===== config.mk =====
export PLATFORM = sky130hd
export DESIGN_NAME = utf8_stream_decoder_flat
export DESIGN_NICKNAME = d
export VERILOG_FILES = /design/src/hdl/u8d_pkg.sv /design/src/hdl/u8d_in_if.sv /design/src/hdl/u8d_out_if.sv /design/src/hdl/u8d_front.sv /design/src/hdl/u8d_queue.sv /design/src/hdl/u8d_back.sv /design/src/hdl/utf8_stream_decoder.sv /design/src/flat_wrapper.sv
export SDC_FILE = /design/constraint.sdc
export NUM_CORES = 1
export LEC_CHECK = 0
export BUFFER_PORTS_ARGS = -buffer_cell sky130_fd_sc_hd__buf_2
export CORE_MARGIN = 1
export CORE_UTILIZATION = 58
export DETAILED_ROUTE_END_ITERATION = 6
export PLACE_DENSITY = 0.79
export SYNTH_ARGS = -nofsm -noshare
export SYNTH_HDL_FRONTEND = slang
export SYNTH_SLANG_ARGS = --single-unit

===== constraint.sdc =====
create_clock -name i_clk -period 4.2 [get_ports i_clk]
set_input_delay 0.21 -clock i_clk [delete_from_list [all_inputs] [get_ports i_clk]]
set_output_delay 0.21 -clock i_clk [all_outputs]
set_load 0.01 [all_outputs]

===== src/hdl/u8d_pkg.sv =====
package u8d_pkg;

    localparam int CpWidth  = 31;
    localparam int LenWidth = 3;

    typedef enum logic [1:0] {
        CLS_ASCII,
        CLS_CONT,
        CLS_LEAD,
        CLS_BAD
    } t_class;

    typedef enum logic [2:0] {
        ST_OK        = 3'd0,
        ST_STRAY     = 3'd1,
        ST_INTERRUPT = 3'd2,
        ST_BAD_LEAD  = 3'd3,
        ST_TRUNC     = 3'd4
    } t_status;

    // classified input word as it waits in the queue
    typedef struct packed {
        t_class               cls;
        logic [LenWidth-1:0]  lead_len;
        logic [6:0]           bits;
        logic                 eot;
    } t_item;

    typedef struct packed {
        logic [CpWidth-1:0]   code_point;
        t_status              status;
        logic [LenWidth-1:0]  byte_length;
        logic                 last_of_run;
    } t_result;

    // outcome of a byte decoded with no sequence open
    typedef struct packed {
        logic                 valid;
        t_result              res;
        logic                 opens;
        logic [CpWidth-1:0]   partial;
        logic [LenWidth-1:0]  pending;
        logic [LenWidth-1:0]  seqlen;
    } t_fresh;

    // announced length of a lead byte, zero for 0xfe and 0xff
    function automatic logic [LenWidth-1:0] f_lead_length(input logic [7:0] b);
        logic [LenWidth-1:0] n;
        begin
            if (!b[5]) begin
                n = 3'd2;
            end else if (!b[4]) begin
                n = 3'd3;
            end else if (!b[3]) begin
                n = 3'd4;
            end else if (!b[2]) begin
                n = 3'd5;
            end else if (!b[1]) begin
                n = 3'd6;
            end else begin
                n = 3'd0;
            end
            return n;
        end
    endfunction

    function automatic t_item f_classify(input logic [7:0] b, input logic eot);
        t_item               it;
        logic [LenWidth-1:0] n;
        begin
            n           = f_lead_length(b);
            it.eot      = eot;
            it.lead_len = 3'd0;
            it.bits     = 7'd0;
            if (!b[7]) begin
                it.cls  = CLS_ASCII;
                it.bits = b[6:0];
            end else if (!b[6]) begin
                it.cls  = CLS_CONT;
                it.bits = {1'b0, b[5:0]};
            end else if (n == 3'd0) begin
                it.cls  = CLS_BAD;
            end else begin
                it.cls      = CLS_LEAD;
                it.lead_len = n;
                case (n)
                    3'd2:    it.bits = {2'b00, b[4:0]};
                    3'd3:    it.bits = {3'b000, b[3:0]};
                    3'd4:    it.bits = {4'b0000, b[2:0]};
                    3'd5:    it.bits = {5'b00000, b[1:0]};
                    default: it.bits = {6'b000000, b[0]};
                endcase
            end
            return it;
        end
    endfunction

    function automatic t_fresh f_fresh(input t_item it);
        t_fresh f;
        begin
            f                 = '0;
            f.res.last_of_run = 1'b1;
            f.res.byte_length = 3'd1;
            f.res.status      = ST_OK;
            case (it.cls)
                CLS_ASCII: begin
                    f.valid          = 1'b1;
                    f.res.code_point = CpWidth'(it.bits);
                end
                CLS_CONT: begin
                    f.valid      = 1'b1;
                    f.res.status = ST_STRAY;
                end
                CLS_BAD: begin
                    f.valid      = 1'b1;
                    f.res.status = ST_BAD_LEAD;
                end
                default: begin
                    if (it.eot) begin
                        f.valid      = 1'b1;
                        f.res.status = ST_TRUNC;
                    end else begin
                        f.opens   = 1'b1;
                        f.partial = CpWidth'(it.bits);
                        f.pending = it.lead_len - 3'd1;
                        f.seqlen  = it.lead_len;
                    end
                end
            endcase
            return f;
        end
    endfunction

endpackage


===== src/hdl/u8d_in_if.sv =====
interface u8d_in_if;
    logic       valid;
    logic       ready;
    logic [7:0] text_byte;
    logic       end_of_text;

    modport source (output valid, output text_byte, output end_of_text, input ready);
    modport sink   (input valid, input text_byte, input end_of_text, output ready);
endinterface


===== src/hdl/u8d_out_if.sv =====
interface u8d_out_if;
    logic        valid;
    logic        ready;
    logic [30:0] code_point;
    logic [2:0]  status;
    logic [2:0]  byte_length;
    logic        last_of_run;

    modport source (output valid, output code_point, output status, output byte_length,
                    output last_of_run, input ready);
    modport sink   (input valid, input code_point, input status, input byte_length,
                    input last_of_run, output ready);
endinterface


===== src/hdl/u8d_front.sv =====
module u8d_front (
    u8d_in_if.sink          i_in,
    input  logic            i_q_full,
    output logic            o_push,
    output u8d_pkg::t_item  o_item
);

    assign i_in.ready = !i_q_full;
    assign o_push     = i_in.valid && !i_q_full;
    assign o_item     = u8d_pkg::f_classify(i_in.text_byte, i_in.end_of_text);

endmodule


===== src/hdl/u8d_queue.sv =====
module u8d_queue (
    input  logic            i_clk,
    input  logic            i_rst_n,
    input  logic            i_push,
    input  u8d_pkg::t_item  i_item,
    input  logic            i_pop,
    output logic            o_full,
    output logic            o_valid,
    output u8d_pkg::t_item  o_item
);

    u8d_pkg::t_item r_mem [2];
    logic           r_wr_ptr;
    logic           r_rd_ptr;
    logic [1:0]     r_count;
    logic [1:0]     n_count;

    always_comb begin
        n_count = r_count;
        if (i_push && !i_pop) begin
            n_count = r_count + 2'd1;
        end else if (!i_push && i_pop) begin
            n_count = r_count - 2'd1;
        end
    end

    always_ff @(posedge i_clk) begin
        if (!i_rst_n) begin
            r_wr_ptr <= 1'b0;
            r_rd_ptr <= 1'b0;
            r_count  <= 2'd0;
        end else begin
            r_count <= n_count;
            if (i_push) begin
                r_wr_ptr <= !r_wr_ptr;
            end
            if (i_pop) begin
                r_rd_ptr <= !r_rd_ptr;
            end
        end
    end

    always_ff @(posedge i_clk) begin
        if (i_push) begin
            r_mem[r_wr_ptr] <= i_item;
        end
    end

    assign o_full  = (r_count == 2'd2);
    assign o_valid = (r_count != 2'd0);
    assign o_item  = r_mem[r_rd_ptr];

endmodule


===== src/hdl/u8d_back.sv =====
module u8d_back (
    input  logic            i_clk,
    input  logic            i_rst_n,
    input  logic            i_q_valid,
    input  u8d_pkg::t_item  i_item,
    output logic            o_pop,
    u8d_out_if.source       o_out
);

    logic [2:0]       r_pending;
    logic [30:0]      r_partial;
    logic [2:0]       r_seqlen;
    logic             r_out_valid;
    u8d_pkg::t_result r_out;
    logic             r_hold_valid;
    u8d_pkg::t_result r_hold;

    logic [2:0]       n_pending;
    logic [30:0]      n_partial;
    logic [2:0]       n_seqlen;
    logic             n_out_valid;
    u8d_pkg::t_result n_out;
    logic             n_hold_valid;
    u8d_pkg::t_result n_hold;

    u8d_pkg::t_fresh  fr;
    u8d_pkg::t_result res0;
    u8d_pkg::t_result res1;
    logic [1:0]       cnt;
    logic [2:0]       d_pending;
    logic [30:0]      d_partial;
    logic [2:0]       d_seqlen;
    logic [30:0]      shifted;
    logic [2:0]       pend_dec;
    logic             out_free;

    // decode of the head word against the open sequence
    always_comb begin
        fr        = u8d_pkg::f_fresh(i_item);
        res0      = '0;
        res1      = '0;
        cnt       = 2'd0;
        d_pending = 3'd0;
        d_partial = '0;
        d_seqlen  = 3'd0;
        shifted   = {r_partial[24:0], i_item.bits[5:0]};
        pend_dec  = r_pending - 3'd1;
        if (r_pending == 3'd0) begin
            res0      = fr.res;
            cnt       = {1'b0, fr.valid};
            d_pending = fr.pending;
            d_partial = fr.partial;
            d_seqlen  = fr.seqlen;
        end else if (i_item.cls == u8d_pkg::CLS_CONT) begin
            res0.last_of_run = 1'b1;
            if (pend_dec == 3'd0) begin
                cnt              = 2'd1;
                res0.code_point  = shifted;
                res0.status      = u8d_pkg::ST_OK;
                res0.byte_length = r_seqlen;
            end else if (i_item.eot) begin
                cnt              = 2'd1;
                res0.status      = u8d_pkg::ST_TRUNC;
                res0.byte_length = r_seqlen - pend_dec;
            end else begin
                d_pending = pend_dec;
                d_partial = shifted;
                d_seqlen  = r_seqlen;
            end
        end else begin
            res0.status      = u8d_pkg::ST_INTERRUPT;
            res0.byte_length = r_seqlen - r_pending;
            res0.last_of_run = !fr.valid;
            res1             = fr.res;
            cnt              = fr.valid ? 2'd2 : 2'd1;
            d_pending        = fr.pending;
            d_partial        = fr.partial;
            d_seqlen         = fr.seqlen;
        end
    end

    assign out_free = !r_out_valid || o_out.ready;

    always_comb begin
        n_pending    = r_pending;
        n_partial    = r_partial;
        n_seqlen     = r_seqlen;
        n_out_valid  = r_out_valid;
        n_out        = r_out;
        n_hold_valid = r_hold_valid;
        n_hold       = r_hold;
        o_pop        = 1'b0;
        if (r_hold_valid) begin
            if (out_free) begin
                n_out_valid  = 1'b1;
                n_out        = r_hold;
                n_hold_valid = 1'b0;
            end
        end else if (i_q_valid && (cnt == 2'd0 || out_free)) begin
            o_pop     = 1'b1;
            n_pending = d_pending;
            n_partial = d_partial;
            n_seqlen  = d_seqlen;
            if (cnt != 2'd0) begin
                n_out_valid = 1'b1;
                n_out       = res0;
            end else if (out_free) begin
                n_out_valid = 1'b0;
            end
            if (cnt == 2'd2) begin
                n_hold_valid = 1'b1;
                n_hold       = res1;
            end
        end else if (out_free) begin
            n_out_valid = 1'b0;
        end
    end

    always_ff @(posedge i_clk) begin
        if (!i_rst_n) begin
            r_pending    <= 3'd0;
            r_partial    <= '0;
            r_seqlen     <= 3'd0;
            r_out_valid  <= 1'b0;
            r_hold_valid <= 1'b0;
        end else begin
            r_pending    <= n_pending;
            r_partial    <= n_partial;
            r_seqlen     <= n_seqlen;
            r_out_valid  <= n_out_valid;
            r_hold_valid <= n_hold_valid;
        end
    end

    always_ff @(posedge i_clk) begin
        r_out  <= n_out;
        r_hold <= n_hold;
    end

    assign o_out.valid       = r_out_valid;
    assign o_out.code_point  = r_out.code_point;
    assign o_out.status      = r_out.status;
    assign o_out.byte_length = r_out.byte_length;
    assign o_out.last_of_run = r_out.last_of_run;

endmodule


===== src/hdl/utf8_stream_decoder.sv =====
// utf8 stream decoder: takes one byte of utf-8 text per word, with an end-of-text
// flag, and returns one result word per decoded code point or error. lead bytes
// announce 2 to 6 bytes (old long forms included); overlong forms and surrogates
// pass as they are. status: 0 ok, 1 stray continuation, 2 interrupted sequence
// (the interrupting byte is then decoded afresh, so one byte can give two
// results), 3 invalid lead 0xfe/0xff, 4 text ended mid-sequence. last_of_run
// marks the final result of each input byte. throughput is one byte per clock
// while the output is ready; a byte that yields two results holds the queue
// while its second result waits, as the single output register passes one
// result per clock. a byte runs through the queue and the output register to
// its first result. the front classifies bytes into a two-word queue, so input
// keeps flowing until it fills while a result waits. no clearing pass after reset.
module utf8_stream_decoder (
    input  logic      i_clk,
    input  logic      i_rst_n,
    u8d_in_if.sink    i_in,
    u8d_out_if.source o_out
);

    // front to queue
    logic           push;
    u8d_pkg::t_item push_item;
    logic           q_full;

    // queue to back
    logic           q_valid;
    u8d_pkg::t_item q_item;
    logic           q_pop;

    // byte classification: ascii, continuation, lead with its length, invalid
    u8d_front u_front (
        .i_in     (i_in),
        .i_q_full (q_full),
        .o_push   (push),
        .o_item   (push_item)
    );

    // short queue of classified words between front and back
    u8d_queue u_queue (
        .i_clk   (i_clk),
        .i_rst_n (i_rst_n),
        .i_push  (push),
        .i_item  (push_item),
        .i_pop   (q_pop),
        .o_full  (q_full),
        .o_valid (q_valid),
        .o_item  (q_item)
    );

    // sequence state, result generation and output register
    u8d_back u_back (
        .i_clk     (i_clk),
        .i_rst_n   (i_rst_n),
        .i_q_valid (q_valid),
        .i_item    (q_item),
        .o_pop     (q_pop),
        .o_out     (o_out)
    );

endmodule


===== src/flat_wrapper.sv =====
// flat-port wrapper written by rule: the top's interface ports become plain ports
module utf8_stream_decoder_flat 
  (i_clk, i_rst_n, i_in_valid, i_in_text_byte, i_in_end_of_text, i_in_ready, o_out_valid, o_out_code_point, o_out_status, o_out_byte_length, o_out_last_of_run, o_out_ready);
  u8d_in_if i_in_i ();
  u8d_out_if o_out_i ();
  input  logic i_clk;
  input  logic i_rst_n;
  input wire logic [$bits(i_in_i.valid)-1:0] i_in_valid;
  input wire logic [$bits(i_in_i.text_byte)-1:0] i_in_text_byte;
  input wire logic [$bits(i_in_i.end_of_text)-1:0] i_in_end_of_text;
  output wire logic [$bits(i_in_i.ready)-1:0] i_in_ready;
  output wire logic [$bits(o_out_i.valid)-1:0] o_out_valid;
  output wire logic [$bits(o_out_i.code_point)-1:0] o_out_code_point;
  output wire logic [$bits(o_out_i.status)-1:0] o_out_status;
  output wire logic [$bits(o_out_i.byte_length)-1:0] o_out_byte_length;
  output wire logic [$bits(o_out_i.last_of_run)-1:0] o_out_last_of_run;
  input wire logic [$bits(o_out_i.ready)-1:0] o_out_ready;
  assign i_in_i.valid = i_in_valid;
  assign i_in_i.text_byte = i_in_text_byte;
  assign i_in_i.end_of_text = i_in_end_of_text;
  assign i_in_ready = i_in_i.ready;
  assign o_out_valid = o_out_i.valid;
  assign o_out_code_point = o_out_i.code_point;
  assign o_out_status = o_out_i.status;
  assign o_out_byte_length = o_out_i.byte_length;
  assign o_out_last_of_run = o_out_i.last_of_run;
  assign o_out_i.ready = o_out_ready;
  utf8_stream_decoder u_core (.i_clk(i_clk), .i_rst_n(i_rst_n), .i_in(i_in_i), .o_out(o_out_i));
endmodule

==> impl_metrics.py <==
metrics = {
    "detailed_routing": {
        "routedWlPerCell_um": 17.1,
        "wirelength_um": 10100,
        "dr.pass1.iters": 5,
        "initialDrtViolationCount": 222,
        "vias_per_cell": 6.04,
        "vias": 3580,
        "ant_nets": 0,
        "drc_errors": 0,
    },
    "cts": {
        "cts_tree": "done",
        "htree_num_levels": 4,
        "clock-sinks": 113,
        "clock_latency_ns": 0.51,
        "cts.path.max_buffers": 2,
        "cts-root-buf": "clkbuf_8",
        "cts_buffers": 17,
        "clkTransAtPathRegs_ns": 0.06,
    },
    "timing": {
        "grt_setup_unrepaired": "false",
        "min_period_ns": 3.09,
        "setup_viol": 0,
        "final.period_utilization_pct": 73.7,
        "tightest_slew_ns": 1.12,
        "maxSlewViolCount": 0,
        "finalSetupTns_ns": 0,
        "clock_skew_ns": 0.00903,
        "max_clock_freq_mhz": 323,
        "relSlewSlack_pct": 24.9,
        "finalHoldViolCount": 0,
    },
    "yosys": {
        "async_flop_share_pct": 0,
        "ys_warn_count": 0,
        "postSynthCellCount": 422,
        "seq_area_frac_synth_pct": 61.3,
        "synth.net_count": 444,
        "synth-edff-count": 75,
        "ys_types": 56,
        "syn_avg_cell_area_um2": 11.6,
        "syn-cell-area_mm2": 0.00491,
        "synth.ff_latch_count": 113,
        "synthFlopType": "edfxtp_1",
    },
    "worst_setup_path": {
        "crit_required_ns": 4.32,
        "endpoint_kind": "flip-flop",
        "startpoint_type": "flip-flop",
        "worst-path-max-fanout": 38,
        "cp.arrival_ns": 3.22,
        "path_class": "reg2reg",
    },
    "placed_design": {
        "hpwl_um": 6870,
        "gp_congestion": 0.917,
        "port_buffers": 52,
    },
    "layout": {
        "drive_above_1_share_pct": 20.9,
        "synthToLayoutAreaGrowth_pct": 18.9,
        "final_common_cell": "edfxtp_1",
        "fin_nets": 497,
        "antenna_cells": 0,
        "mostFrequentLayoutCells": "75 x edfxtp_1, 52 x buf_2, 38 x dfxtp_1",
        "n_fill_cell": 601,
    },
    "run": {
        "max-cap-violations": 0,
    },
    "global_routing": {
        "grt_pass1_vias": 3350,
        "grt_pass1_wl_um": 16100,
        "overflow": 0,
        "track_usage_pct": 24.4,
        "antenna_found_initial": 0,
        "grt_max_degree": 39,
    },
    "power": {
        "vdd_drop_max_mv": 0.446,
        "p_per_area_mw_per_mm2": 753,
        "power.total_mw": 4.40,
        "power.leakage_nw": 2.14,
    },
    "floorplanning": {
        "die_area_mm2": 0.00884,
        "initial_utilization_pct": 59.8,
        "fp-row-count": 33,
        "core_area_mm2": 0.00822,
        "die_x_um": 94.0,
        "die-height_um": 94.0,
        "pin_count": 53,
    },
    "run_status": {
        "status": "finished clean",
    },
    "hold_path": {
        "timing.hold.worst.class": "in2reg",
    },
}
## worst max-delay path, stage by stage, from the launching register on
cell and delay [ns]:
dfxtp_1 0.35, inv_1 0.12, ha_1 0.18, nor2b_1 0.54, nor2_1 0.16, o21ai_0 0.27, o21bai_1 0.23, nor2_4 0.85
## per-stage QoR
stage          instance area (um2)  std cells  hold WS [ns]  util [%]  setup WS (ns)
5_1_grt                       5840        593        0.0115      71.1          0.905
6_report                      5840        593        0.0260      71.1           1.11
3_3_place_gp                  5250        560         0.402      63.9           1.28
2_1_floorplan                 4910        422         0.309         -          0.875
3_5_place_dp                  5250        560         0.408      63.9           1.16
4_1_cts                       5840        593        0.0196      71.1           1.12
## report_power, final
part	switching, mW	internal [mW]	total, mW
registers	0.117	1.58	1.69
clock network	0.500	0.899	1.40
logic	0.887	0.424	1.31
## kinds of logic (layout without fill, tap and decap cells)
group / Yosys count / after routing / synth area share, %
adders and majority gates: 9 / 9 / 2.60
buffers and inverters: 37 / 103 / 3.11
AOI/OAI and AO/OA: 112 / 112 / 14.7
DFF: 113 / 113 / 61.3
xor gates and xnor gates: 9 / 9 / 1.60
muxes: 14 / 14 / 2.90
and+or+nand+nor: 128 / 128 / 13.7
## registers in the layout, summed over array words and instances (netlist names), 2 cells and up, named ones only
signal                           count
u_core.u_queue.r_count               2
u_core.u_back.r_hold                11
u_core.u_back.o_out.byte_length      3
u_core.u_back.r_partial             25
u_core.u_queue.r_mem                26
u_core.u_back.r_seqlen               3
u_core.u_back.o_out.status           3
u_core.u_back.r_pending              3
u_core.u_back.o_out.code_point      31
## cell type report
cell class              count  area, um2  area share (%)
clock inverters            14        165            2.83
repair buffers             59        315            5.40
inverters                  12       45.0           0.771
multi-input cells         272       1760            30.0
clock buffers              18        418            7.15
well taps                 105        131            2.25
flip-flops and latches    113       3010            51.6
## Yosys cell counts (3+ instances only)
cell	instances	share of area, %
a211oi_1	3	0.46
a21oi_1	27	2.8
and2_1	27	3.4
and3_1	3	0.38
buf_2	4	0.41
clkbuf_1	17	1.3
dfxtp_1	38	15
edfxtp_1	75	46
ha_1	7	1.8
inv_1	12	0.92
mux2i_1	12	2.4
nand2_1	20	1.5
nand2b_1	7	0.89
nand3_1	22	2.2
nor2_1	27	2.1
nor2b_1	4	0.51
nor3_1	6	0.61
o211ai_1	7	1.1
o21a_1	5	0.76
o21ai_0	31	3.2
o22ai_1	3	0.38
o31ai_1	13	2.0
xnor2_1	4	0.71
xor2_1	5	0.89
## final timing paths
path | endpoint | slack (ns) | start | depth (start not counted)
min | u_core.u_queue.r_mem[1][7] | 0.03 | i_in_text_byte[7] | 2
max reg2reg | u_core.u_back.o_out.code_point[9] | 1.11 | u_core.u_back.r_pending[0] | 7
max | u_core.u_back.o_out.code_point[9] | 1.11 | u_core.u_back.r_pending[0] | 7
min reg2reg | u_core.u_back.r_partial[21] | 0.47 | u_core.u_back.r_partial[21] | 2
## routing by layer
metal	GRT usage, %	routed length [um]
met5	0	0
met1	31.3	4520
met4	9.87	243
met3	6.07	525
met2	39.7	4830
## what timing repair did
item,CTS,global route
endpoints found under the hold margin,2,0
setup endpoints to repair,0,0
setup buffers,0,0
gates resized for setup,0,0
hold buffers,1,0
Power figures use the tool's default switching activity.
